**src/rtl/msr_pkg.sv**
```systemverilog
// ----------------------------------------------------------------------------
// msr_pkg: shared types and constants of the sampled Manchester receiver.
// Holds the register map, the register reset values and the byte constants.
// ----------------------------------------------------------------------------
package msr_pkg;

    // Register map: register i lies at byte address 4*i.
    localparam int ADDR_BITS = 4;
    localparam int DATA_BITS = 32;

    typedef enum logic [1:0] {
        REG_THRESHOLD    = 2'd0,
        REG_HALF_PERIOD  = 2'd1,
        REG_START_OFFSET = 2'd2,
        REG_TIMEOUT      = 2'd3
    } cfg_reg_t;

    // Configuration field widths and reset values.
    localparam int THRESHOLD_BITS = 12;
    localparam int TICKS_BITS     = 16;

    localparam logic [THRESHOLD_BITS-1:0] THRESHOLD_RESET    = 12'd2048;
    localparam logic [TICKS_BITS-1:0]     HALF_PERIOD_RESET  = 16'd100;
    localparam logic [TICKS_BITS-1:0]     START_OFFSET_RESET = 16'd50;
    localparam logic [TICKS_BITS-1:0]     TIMEOUT_RESET      = 16'd2000;

    // Byte assembly.
    localparam int            BYTE_BITS      = 8;
    localparam logic [2:0]    LAST_BIT_INDEX = 3'd7;

endpackage

```
**src/rtl/manchester_sampled_receiver_core.sv**
```systemverilog
// ----------------------------------------------------------------------------
// manchester_sampled_receiver_core: sampled Manchester receiver.
// Thresholds converter samples once per half period after sync, turns sample
// pairs into bits, packs them MSB first into bytes and ends a frame on timeout.
// ----------------------------------------------------------------------------
// The block takes one converter sample per cycle while in_ready is high and
// gives at most one result word per sample: a received byte, or a frame end word
// with data zero. Each sample is processed in the cycle it is accepted; its
// result sits in the output register from the next cycle on, or in the skid
// register if the output word is held. in_ready drops only when both hold words
// not yet taken, so a slow consumer stalls the input only after two pending
// results. The user must write configuration through the APB port only while
// the block is idle; the block does not enforce this. pready is always high.
module manchester_sampled_receiver_core #(
    parameter int SAMPLE_BITS = 12,
    parameter int COUNT_BITS  = 16
) (
    input  logic                             clk,
    input  logic                             rst_n,

    // Configuration port.
    input  logic                             psel,
    input  logic                             penable,
    input  logic                             pwrite,
    input  logic [msr_pkg::ADDR_BITS-1:0]    paddr,
    input  logic [msr_pkg::DATA_BITS-1:0]    pwdata,
    output logic [msr_pkg::DATA_BITS-1:0]    prdata,
    output logic                             pready,

    // Sample input channel.
    input  logic                             in_valid,
    output logic                             in_ready,
    input  logic [SAMPLE_BITS-1:0]           sample,
    input  logic                             sync_end,

    // Result output channel.
    output logic                             out_valid,
    input  logic                             out_ready,
    output logic [msr_pkg::BYTE_BITS-1:0]    data,
    output logic                             frame_end
);

    import msr_pkg::*;

    // Only the low bits that both the field and the sample width allow count.
    localparam int EFF_BITS = (SAMPLE_BITS < THRESHOLD_BITS) ? SAMPLE_BITS : THRESHOLD_BITS;
    localparam logic [COUNT_BITS-1:0] COUNT_MAX = {COUNT_BITS{1'b1}};

    // Clamp a 16-bit register value into the counter width.
    function automatic logic [COUNT_BITS-1:0] clamp_count(input logic [TICKS_BITS-1:0] v);
        logic [COUNT_BITS-1:0] r;
        if (32'(v) > 32'(COUNT_MAX))
        begin
            r = COUNT_MAX;
        end
        else
        begin
            r = COUNT_BITS'(v);
        end
        return r;
    endfunction

    // ------------------------------------------------------------------------
    // Configuration registers.
    // ------------------------------------------------------------------------
    logic [SAMPLE_BITS-1:0] threshold_reg;
    logic [TICKS_BITS-1:0]  half_period_reg;
    logic [TICKS_BITS-1:0]  start_offset_reg;
    logic [TICKS_BITS-1:0]  timeout_reg;
    logic                   cfg_write;
    cfg_reg_t               cfg_sel;

    assign pready    = 1'b1;
    assign cfg_write = psel && penable && pwrite;
    assign cfg_sel   = cfg_reg_t'(paddr[ADDR_BITS-1:2]);

    always_ff @(posedge clk or negedge rst_n)
    begin
        if (!rst_n)
        begin
            threshold_reg    <= SAMPLE_BITS'(THRESHOLD_RESET[EFF_BITS-1:0]);
            half_period_reg  <= HALF_PERIOD_RESET;
            start_offset_reg <= START_OFFSET_RESET;
            timeout_reg      <= TIMEOUT_RESET;
        end
        else if (cfg_write)
        begin
            unique case (cfg_sel)
                REG_THRESHOLD:    threshold_reg    <= SAMPLE_BITS'(pwdata[EFF_BITS-1:0]);
                REG_HALF_PERIOD:  half_period_reg  <= pwdata[TICKS_BITS-1:0];
                REG_START_OFFSET: start_offset_reg <= pwdata[TICKS_BITS-1:0];
                REG_TIMEOUT:      timeout_reg      <= pwdata[TICKS_BITS-1:0];
            endcase
        end
    end

    // Register read back.
    always_comb
    begin
        unique case (cfg_sel)
            REG_THRESHOLD:    prdata = DATA_BITS'(threshold_reg);
            REG_HALF_PERIOD:  prdata = DATA_BITS'(half_period_reg);
            REG_START_OFFSET: prdata = DATA_BITS'(start_offset_reg);
            REG_TIMEOUT:      prdata = DATA_BITS'(timeout_reg);
        endcase
    end

    // ------------------------------------------------------------------------
    // Receiver state.
    // ------------------------------------------------------------------------
    logic                  receiving_reg,   receiving_next;
    logic [COUNT_BITS-1:0] tick_reg,        tick_next;
    logic [COUNT_BITS-1:0] idle_reg,        idle_next;
    logic                  second_half_reg, second_half_next;
    logic                  first_level_reg, first_level_next;
    logic [2:0]            bits_reg,        bits_next;
    logic [BYTE_BITS-1:0]  shift_reg,       shift_next;

    // Result of the current sample.
    logic                  res_valid;
    logic [BYTE_BITS-1:0]  res_data;
    logic                  res_frame_end;

    logic                  in_fire;
    logic [COUNT_BITS-1:0] idle_inc;
    logic [COUNT_BITS-1:0] reload_ticks;
    logic [COUNT_BITS-1:0] start_ticks;
    logic [SAMPLE_BITS-1:0] sample_eff;
    logic                  level;
    logic [BYTE_BITS-1:0]  shifted;

    assign in_fire    = in_valid && in_ready;
    assign idle_inc   = (idle_reg == COUNT_MAX) ? idle_reg : idle_reg + 1'b1;
    assign reload_ticks = (half_period_reg == '0) ? '0
                        : clamp_count(half_period_reg - 1'b1);
    assign start_ticks  = (start_offset_reg == '0) ? '0
                        : clamp_count(start_offset_reg - 1'b1);
    assign sample_eff = SAMPLE_BITS'(sample[EFF_BITS-1:0]);
    assign level      = (sample_eff >= threshold_reg);
    assign shifted    = {shift_reg[BYTE_BITS-2:0], level};

    // Next state and result of one accepted sample.
    always_comb
    begin
        receiving_next   = receiving_reg;
        tick_next        = tick_reg;
        idle_next        = idle_reg;
        second_half_next = second_half_reg;
        first_level_next = first_level_reg;
        bits_next        = bits_reg;
        shift_next       = shift_reg;
        res_valid        = 1'b0;
        res_data         = '0;
        res_frame_end    = 1'b0;

        if (in_fire)
        begin
            if (!receiving_reg)
            begin
                // Waiting for sync: arm the start offset.
                if (sync_end)
                begin
                    receiving_next   = 1'b1;
                    tick_next        = start_ticks;
                    idle_next        = '0;
                    second_half_next = 1'b0;
                    first_level_next = 1'b0;
                    bits_next        = '0;
                    shift_next       = '0;
                end
            end
            else if (tick_reg != '0)
            begin
                // Between sample points.
                idle_next = idle_inc;
                tick_next = tick_reg - 1'b1;
            end
            else
            begin
                tick_next = reload_ticks;
                if (!second_half_reg)
                begin
                    // Bit boundary: check the timeout, else keep the first level.
                    if (32'(idle_inc) > 32'(timeout_reg))
                    begin
                        receiving_next   = 1'b0;
                        idle_next        = '0;
                        tick_next        = '0;
                        first_level_next = 1'b0;
                        bits_next        = '0;
                        shift_next       = '0;
                        res_valid        = 1'b1;
                        res_frame_end    = 1'b1;
                    end
                    else
                    begin
                        idle_next        = idle_inc;
                        first_level_next = level;
                        second_half_next = 1'b1;
                    end
                end
                else
                begin
                    // Second sample: a real transition clears the idle timer.
                    second_half_next = 1'b0;
                    idle_next = (first_level_reg != level) ? '0 : idle_inc;
                    if (bits_reg == LAST_BIT_INDEX)
                    begin
                        res_valid  = 1'b1;
                        res_data   = shifted;
                        bits_next  = '0;
                        shift_next = '0;
                    end
                    else
                    begin
                        bits_next  = bits_reg + 1'b1;
                        shift_next = shifted;
                    end
                end
            end
        end
    end

    always_ff @(posedge clk or negedge rst_n)
    begin
        if (!rst_n)
        begin
            receiving_reg   <= 1'b0;
            tick_reg        <= '0;
            idle_reg        <= '0;
            second_half_reg <= 1'b0;
            first_level_reg <= 1'b0;
            bits_reg        <= '0;
            shift_reg       <= '0;
        end
        else
        begin
            receiving_reg   <= receiving_next;
            tick_reg        <= tick_next;
            idle_reg        <= idle_next;
            second_half_reg <= second_half_next;
            first_level_reg <= first_level_next;
            bits_reg        <= bits_next;
            shift_reg       <= shift_next;
        end
    end

    // ------------------------------------------------------------------------
    // Output register with a skid word behind it.
    // ------------------------------------------------------------------------
    logic                 out_valid_reg;
    logic [BYTE_BITS-1:0] out_data_reg;
    logic                 out_frame_end_reg;
    logic                 skid_valid_reg;
    logic [BYTE_BITS-1:0] skid_data_reg;
    logic                 skid_frame_end_reg;
    logic                 out_pop;

    assign in_ready  = !skid_valid_reg;
    assign out_valid = out_valid_reg;
    assign data      = out_data_reg;
    assign frame_end = out_frame_end_reg;
    assign out_pop   = out_valid_reg && out_ready;

    // Valid flags of the two output words.
    always_ff @(posedge clk or negedge rst_n)
    begin
        if (!rst_n)
        begin
            out_valid_reg  <= 1'b0;
            skid_valid_reg <= 1'b0;
        end
        else if (skid_valid_reg)
        begin
            if (out_pop)
            begin
                skid_valid_reg <= 1'b0;
            end
        end
        else if (res_valid)
        begin
            if (!out_valid_reg || out_pop)
            begin
                out_valid_reg <= 1'b1;
            end
            else
            begin
                skid_valid_reg <= 1'b1;
            end
        end
        else if (out_pop)
        begin
            out_valid_reg <= 1'b0;
        end
    end

    // Payload of the two output words.
    always_ff @(posedge clk)
    begin
        if (skid_valid_reg)
        begin
            if (out_pop)
            begin
                out_data_reg      <= skid_data_reg;
                out_frame_end_reg <= skid_frame_end_reg;
            end
        end
        else if (res_valid)
        begin
            if (!out_valid_reg || out_pop)
            begin
                out_data_reg      <= res_data;
                out_frame_end_reg <= res_frame_end;
            end
            else
            begin
                skid_data_reg      <= res_data;
                skid_frame_end_reg <= res_frame_end;
            end
        end
    end

endmodule
```
**config.mk**
```make
export PLATFORM = sky130hd
export DESIGN_NAME = manchester_sampled_receiver_core
export DESIGN_NICKNAME = d
export VERILOG_FILES = /design/src/rtl/msr_pkg.sv /design/src/rtl/manchester_sampled_receiver_core.sv
export SDC_FILE = /design/constraint.sdc
export NUM_CORES = 1
export LEC_CHECK = 0
export BUFFER_PORTS_ARGS = -buffer_cell sky130_fd_sc_hd__buf_2
export CORE_MARGIN = 2
export CORE_UTILIZATION = 36
export DETAILED_ROUTE_END_ITERATION = 8
export GPL_TIMING_DRIVEN = 1
export MAX_ROUTING_LAYER = met4
export PLACE_DENSITY_LB_ADDON = 0.05
export SYNTH_ARGS = -nofsm -noshare
export SYNTH_HDL_FRONTEND = slang
export SYNTH_SLANG_ARGS = --single-unit
```
**constraint.sdc**
```tcl
create_clock -name clk -period 5.1 [get_ports clk]
set_input_delay 0 -clock clk [delete_from_list [all_inputs] [get_ports clk]]
set_output_delay 0 -clock clk [all_outputs]
set_load 0.03 [all_outputs]
```
==> impl_metrics.toml, run 1 <==
[sta]
hold_viol = 0
rsz0062_at_grt = "false"
min_period_ns = 4.483
maxSlewViolCount = 0
min_period_over_period = 0.8790
fmaxAchievable_ghz = 0.2231
setup_ws_ns = 0.6172
setup_viol = 0
slew_headroom = 0.2942
tns_ns = 0
tightest_slew_ns = 1.058
clock_skew_ns = 0.008436

[synth]
synth_edf_count = 18
synth_top_cells_by_count = "dfrtp_1, nand2_1, o21ai_0, mux2_2, inv_1"
yosysTopAreaCell = "dfrtp_1"
synthesis.area_um2 = 7630
synth_adder_area_share = 0.05740
synth.area.mux_share = 0.09872
yosys.area_share.simple = 0.1650
yosys.cell_types.count = 68
yosys_warnings = 0
yosysMostFrequentCell = "dfrtp_1"
synth_seq_cells = 125
synthXorXnorAreaFrac = 0.03788
yosysTopAreaCellShare = 0.3083
synth.area.top_cells = "dfrtp_1, edfxtp_1, mux2_2"
synth-compound-area-share = 0.1609
ys_seq_area_frac = 0.4239
dominantRegCellSynth = "dfrtp_1"
syn_avg_cell_area_um2 = 10.11
syn_inst = 755
synth_top_family_by_area = "simple AND/OR/NAND/NOR gates"
async_reset_ff_frac = 0.8560

[global_routing]
grt_overflow = 0
grt_pass1_vias = 5963
grt_max_degree = 60
grtUsageTotal = 0.2020
antenna_found_initial = 0
grt_first_pass_wirelength_um = 33400

[critical_path]
cp-start-kind = "register"
critPathKind = "reg2reg"
critPathRequiredTime_ns = 5.40
arrival_ns = 4.78
endpoint_kind = "register"
path_max_fanout = 12

[run_status]
status = "completed"

[routing]
drc_errors = 0
wl_um = 20960
wire_per_inst_um = 18.73
drtIter0Drc = 376
drt_pass1_iterations = 5
routed_via_density = 5.398
via_count = 6040
ant_nets = 0

[die]
num_rows = 53
core_um2 = 20890
die_y_um = 149.6
die-area_um2 = 22370
ioPinCount = 100
die_w_um = 149.6
initial_core_util = 0.3653

[power]
power.leakage_uw = 0.003800
irDropWorstVdd_mv = 0.2028
pwr-share-comb = 0.197
power_frac_seq = 0.400
power_density_nw_per_um2 = 360.7
net-switching-power_uw = 1003
p_clk_frac = 0.402
p_int_uw = 2244
switching_share = 0.3088

[cells_and_area]
nNetsFinal = 922
n_antenna_cell = 0
final_cells = 1119
drive_gt1_frac = 0.2263
fin_area_um2 = 9002
syn_to_final_growth_pct = 17.99

[clock_tree]
cts-buffers-inserted = 17
ctsHoldBuffers = 19
cts_setup_buffers = 0
clk_pin_slew_ns = 0.06
cts_tree = "yes"
cts_max_level = 4
cts_buffer_depth = 2
cts-resized-gates = 0
cts_root_buf = "clkbuf_16"
clock_sinks = 125
clk_latency_ns = 0.42

[place]
dpl_worst_slack_ns = 0.6296
placed_cell_area_um2 = 8175
gp_congestion = 0.8537
dp.cells = 1068
dp_hpwl_um = 15270
portBuffers = 64

[min_path]
hp-class = "in2reg"

[flow_run]
maxCapViolCount = 0
==> routing by layer <==
metal,part of all wire,vias to the layer above,global-route usage
li1,-,2908,-
met1,0.48,2981,0.2752
met2,0.46,131,0.3106
met3,0.036,20,0.03262
met4,0.017,0,0.06143
met5,0,-,-
==> power groups by stage <==
stage | clock network [uW] | logic, uW | registers (uW)
finish | 1310 | 640 | 1300
global route | 1380 | 708 | 1320
CTS | 1340 | 648 | 1300
detailed placement | 0 | 629 | 1310
global placement | 0 | 619 | 1310
floorplan | 0 | 472 | 1240
==> worst max-delay path, cell delays in order (launching register included) <==
cell	delay, ns
dfrtp_1	0.43
ha_1	0.27
inv_1	0.08
nor4_1	0.45
nand2_1	0.31
and3_1	0.31
xor2_1	0.15
ha_1	0.32
a41o_1	0.18
a21oi_1	0.04
nor3_1	0.39
o311ai_4	0.28
nor4_4	0.53
nor2_2	0.25
a221o_1	0.38
==> stage by stage <==
step	hold WS, ns	util	total power [uW]
floorplan	-0.2956	-	1714
detailed placement	0.1311	0.3914	1942
global route	0.1420	0.4310	3406
CTS	0.08580	0.4310	3286
global placement	0.1352	0.3914	1926
finish	0.09903	0.4310	3247
==> worst paths after layout <==
path,to,startpoint,slack (ns),depth (start not counted)
setup / recovery,idle_reg[6],idle_reg[0],0.62,14
hold / removal,receiving_reg,in_valid,0.1,4
setup reg to reg,idle_reg[6],idle_reg[0],0.62,14
hold reg to reg,frame_end,skid_frame_end_reg,0.52,1
max in group asynchronous,half_period_reg[14],rst_n,3.71,3
min in group asynchronous,half_period_reg[3],rst_n,0.21,2
==> final cells by class <==
cell class / instances / area (um^2)
Clock buffer: 21 / 481.7
Inverter: 41 / 153.9
Timing Repair Buffer: 92 / 580.6
Clock inverter: 11 / 155.1
Fill cell: 2026 / 11890
Sequential cell: 125 / 3234
Tap cell: 275 / 344.1
Multi-Input combinational cell: 554 / 4053
==> cell families after synthesis <==
kind of cell,after synthesis
muxes,55
adders and majority gates,35
buffers and inverters,91
DFF,125
AOI/OAI and AO/OA,175
and+or+nand+nor,239
other,2
xor gates and xnor gates,33
==> layout by cell type, fill, tap and decap left out, drive strengths merged, types with 12 or more instances in the layout <==
cell type / count
a22o: 29
nand3: 16
edfxtp: 18
dfrtp: 94
buf: 73
dfstp: 13
nor2: 35
clkbuf: 21
a21o: 13
a21oi: 18
xnor2: 25
o21ai: 55
nand2: 71
inv: 43
nand4: 13
nor3: 30
ha: 35
dlygate4sd3: 19
nor4: 14
mux2: 42
conb: 17
mux4: 12
No activity file was read; power rests on OpenSTA's default activity.
==> run 2, diff against run 1 <==
==> constraint.sdc (replaced) <==
create_clock -name clk -period 5.1 [get_ports clk]
set_input_delay 0.255 -clock clk [delete_from_list [all_inputs] [get_ports clk]]
set_output_delay 0.255 -clock clk [all_outputs]
set_load 0.03 [all_outputs]
==> impl_metrics.toml, run 2 (same netlist as run 1, synthesis figures left out) <==
[sta]
hold_slack_ns = -0.04484
fmaxAchievable_ghz = 0.2225
clock_skew_ns = 0.01172
slew_headroom = 0.3018
min_period_over_period = 0.8811
tns_ns = 0
setup_viol = 0
rsz0062_at_grt = "false"
hold_viol = 20
tightest_slew_ns = 1.046
maxSlewViolCount = 0
min_period_ns = 4.494

[global_routing]
grt_pass1_vias = 5837
antenna_found_initial = 1
grtUsageTotal = 0.1982
grt_overflow = 0
grt_first_pass_wirelength_um = 32370
grt_max_degree = 71

[place]
dp.cells = 1068
dp_hpwl_um = 15090
portBuffers = 64
gp_congestion = 0.8319

[routing]
wire_per_inst_um = 18.87
dr.max_layer_used = "met4"
drc_errors = 0
via_count = 5990
met2_length_um = 9517
met3_length_um = 905
drtIter0Drc = 423
ant_nets = 0
routed_via_density = 5.436
wl_met1_um = 10050
drt_pass1_iterations = 5
wl_um = 20790

[critical_path]
reg2reg_depth = 14
slowest_delay_ns = 0.54
endpoint_kind = "register"
crit_slowest_cell = "nor4_4"
path_cells = "ha_1 > inv_1 > nor4_1 > nand2_1 > and3_1 > xor2_1 > ha_1 > a41o_1 > a21oi_1 > nor3_1 > o311ai_4 > nor4_4 > nor2_2 > a221o_1"
r2r_setup_slack_ns = 0.61
arrival_ns = 4.79
path_max_fanout = 12
critPathRequiredTime_ns = 5.40
cp-start-kind = "register"
crit_path_frequent_cell = "ha_1"
critPathKind = "reg2reg"

[clock_tree]
ctsHoldBuffers = 0
cts_tree = "yes"
cts_buffer_depth = 2
cts-buffers-inserted = 17
cts_max_level = 4
cts-resized-gates = 0
clk_latency_ns = 0.42
cts_setup_buffers = 0
cts_root_buf = "clkbuf_16"
clock_sinks = 125
clk_pin_slew_ns = 0.06

[die]
initial_core_util = 0.3653
core_um2 = 20890
die_w_um = 149.6
die_y_um = 149.6
num_rows = 53
die-area_um2 = 22370
ioPinCount = 100

[power]
irDropWorstVdd_mv = 0.2079
power_density_nw_per_um2 = 364.5
finalPower_uw = 3206
power.leakage_uw = 0.003712

[cells_and_area]
final_cell_mix = "dfrtp_1, nand2_1, buf_2"
nNetsFinal = 903
final_cells = 1102
layout_commonest_cell = "dfrtp_1"
nFillCells = 2072
syn_to_final_growth_pct = 15.30
drive_gt1_frac = 0.2315
final_core_util = 0.4211

[run_status]
status = "finished, violations left"
violations = "hold timing"

[flow_run]
maxCapViolCount = 0

[min_path]
hp-class = "in2async"
==> run 2: cell count changes in the layout (fill, tap and decap cells not counted) <==
| cell | previous run | this run |
|---|---|---|
| dlygate4sd3_1 | 19 | 0 |
| clkbuf_16 | 18 | 17 |
| clkinv_2 | 1 | 2 |
| diode_2 | 0 | 2 |
==> run 2: path summary, 6_finish.rpt <==
check | startpoint | end
hold / removal | rst_n | threshold_reg[3]
setup / recovery | idle_reg[0] | idle_reg[3]
max in group asynchronous | rst_n | start_offset_reg[5]
setup reg to reg | idle_reg[0] | idle_reg[3]
hold reg to reg | timeout_reg[10] | timeout_reg[10]
min in group clk | out_ready | skid_valid_reg
==> run 2: power breakdown <==
group / switching, uW / total, uW / internal, uW
clock network: 479 / 1280 / 799
registers: 156 / 1300 / 1140
logic: 367 / 628 / 261
total: 1000 / 3210 / 2200
==> run 2: worst max-delay path, delay by kind of cell, from the launching register on <==
| family | cells | cell delay, ns |
|---|---|---|
| DFF | 1 | 0.44 |
| xor gates and xnor gates | 1 | 0.15 |
| buffers and inverters | 1 | 0.08 |
| and+or+nand+nor | 6 | 2.22 |
| adders and majority gates | 2 | 0.60 |
| AOI/OAI and AO/OA | 4 | 0.91 |
==> run 2: through the flow <==
stage,worst slack [ns],area [um^2]
final,0.6064,8797
after global routing,0.1674,8797
after CTS,0.5865,8792
after detailed placement,0.6137,8175
after global placement,0.5453,8175
after floorplan,0.8484,7686
==> run 2: layout make-up <==
cell class                      instances  area [um^2]  share of cell area
Tap cell                              275        344.1             0.03911
Sequential cell                       125         3234              0.3677
Multi-Input combinational cell        554         4053              0.4607
Inverter                               41        153.9             0.01749
Clock buffer                           20        456.7             0.05191
Clock inverter                         12        160.2             0.01821
Antenna cell                            2        5.005           0.0005689
Timing Repair Buffer                   73        390.4             0.04437
==> run 2: layer usage <==
layer | vias up | global-route usage
met5 | - | -
met4 | 0 | 0.05286
met3 | 17 | 0.04848
met2 | 146 | 0.3014
met1 | 2949 | 0.2654
li1 | 2878 | -
==> run 3, diff against run 2 <==
--- a/config.mk
+++ b/config.mk
@@ -11,7 +11,7 @@
 export DETAILED_ROUTE_END_ITERATION = 8
 export GPL_TIMING_DRIVEN = 1
 export MAX_ROUTING_LAYER = met4
-export PLACE_DENSITY_LB_ADDON = 0.05
+export PLACE_DENSITY = 0.56
 export SYNTH_ARGS = -nofsm -noshare
 export SYNTH_HDL_FRONTEND = slang
 export SYNTH_SLANG_ARGS = --single-unit
==> impl_metrics.toml, run 3 (same netlist as run 1, synthesis figures left out) <==
[global_routing]
grt_overflow = 0
antenna_found_initial = 0
grt_max_degree = 60
grtUsageTotal = 0.1918
grt_first_pass_wirelength_um = 31710
grt_pass1_vias = 5750

[routing]
wl_um = 19660
routed_via_density = 5.357
drt_pass1_iterations = 4
ant_nets = 0
drtIter0Drc = 291
wire_per_inst_um = 17.82
via_count = 5909
drc_errors = 0

[place]
dp_hpwl_um = 14010
portBuffers = 64
gp_congestion = 0.8117

[run_status]
status = "completed"

[sta]
maxSlewViolCount = 0
tightest_slew_ns = 1.065
min_period_ns = 4.388
hold_viol = 0
setup_viol = 0
min_period_over_period = 0.8605
slew_headroom = 0.2889
fmaxAchievable_ghz = 0.2279
tns_ns = 0
rsz0062_at_grt = "false"
clock_skew_ns = 0.009078

[die]
num_rows = 53
ioPinCount = 100
die_w_um = 149.6
die-area_um2 = 22370
die_y_um = 149.6
initial_core_util = 0.3653
core_um2 = 20890

[critical_path]
slowest_delay_ns = 0.56
endpoint_kind = "register"
cp-start-kind = "register"
path_max_fanout = 9
arrival_ns = 4.52
path_cells = "ha_1 > inv_1 > nor4_1 > nand2_1 > mux2_2 > ha_1 > nor2b_1 > o211ai_1 > a2111oi_0 > buf_4 > nor3_1 > nor3_2 > nor2_1 > a21oi_1 > buf_4"
critPathRequiredTime_ns = 5.23
reg2reg_to = "data[1]"
crit_slowest_cell = "a2111oi_0"
r2r_setup_slack_ns = 0.71
reg2reg_from = "idle_reg[0]"
critPathKind = "reg2reg"
reg2reg_depth = 15

[cells_and_area]
layout_commonest_cell = "dfrtp_1"
n_antenna_cell = 0
nNetsFinal = 906
final_cell_mix = "dfrtp_1, nand2_1, buf_2"
syn_to_final_growth_pct = 15.22
final_core_util = 0.4208
drive_gt1_frac = 0.2319

[min_path]
min_to = "skid_valid_reg"
whs_path_depth = 2
hp-class = "in2reg"
min_from = "out_ready"

[clock_tree]
cts_buffer_depth = 2
clock_sinks = 125
cts_tree = "yes"
cts_setup_buffers = 0
cts_max_level = 4
clk_latency_ns = 0.43
clk_pin_slew_ns = 0.06
cts-buffers-inserted = 17
cts_root_buf = "clkbuf_16"

[flow_run]
maxCapViolCount = 0

[power]
irDropWorstVdd_mv = 0.2526
power.leakage_uw = 0.003713
power_density_nw_per_um2 = 358.5
finalPower_uw = 3151
-- run 3: through the flow --
| step | cells | instance area (um^2) | setup slack [ns] | hold slack (ns) |
|---|---|---|---|---|
| finish | 1103 | 8791 | 0.7115 | 0.05111 |
| floorplan | 770 | 7686 | 0.8484 | -0.04059 |
| detailed placement | 1070 | 8190 | 0.7453 | 0.3571 |
| global placement | 1070 | 8190 | 0.7877 | 0.3546 |
| CTS | 1103 | 8791 | 0.7088 | 0.03605 |
| global route | 1103 | 8791 | 0.07381 | 0.05777 |
-- run 3: layout make-up --
cell class	instances	area, um^2
clock inverter	13	157.7
tap	275	344.1
inverter	41	153.9
timing repair buffer	76	415.4
clock buffer	19	432.9
fill	2063	12100
multi-input combinational	554	4053
sequential	125	3234
-- run 3: critical path: cells and delay by family (launching register included) --
kind	cells	cell delay, ns
flip-flops	1	0.43
AO/OA/AOI/OAI	3	0.82
multiplexers	1	0.36
adder cells (fa/ha/maj)	2	0.55
AND/OR/NAND/NOR	6	1.42
buffers and inverters	3	0.49
-- run 3: routing by layer --
layer / part of all wire / vias to the layer above / global-route usage
li1: - / 2881 / -
met1: 0.50 / 2906 / 0.2715
met2: 0.45 / 108 / 0.2826
met3: 0.038 / 14 / 0.03476
met4: 0.013 / 0 / 0.05238
met5: 0 / - / -
-- run 3: how the worst max path moves through the flow --
| stage | start | to |
|---|---|---|
| after floorplan | idle_reg[0] | data[0] |
| after global placement | idle_reg[0] | idle_reg[8] |
| after detailed placement | idle_reg[0] | data[6] |
| after CTS | idle_reg[0] | idle_reg[11] |
| after global routing | idle_reg[0] | data[1] |
| final | idle_reg[0] | data[1] |
-- run 3: what timing repair did --
| action | in CTS | in global routing |
|---|---|---|
| endpoints found under the setup margin | 0 | 0 |
| resized for setup | 0 | 0 |
| endpoints found under the hold margin | 47 | 0 |
| hold buffers | 1 | 0 |
-- run 3: power by group --
part           switching, uW  leakage [uW]  internal [uW]
sequential               152       0.00149           1140
combinational            363       0.00194            260
clock                    498      0.000287            733
total                   1010       0.00371           2140
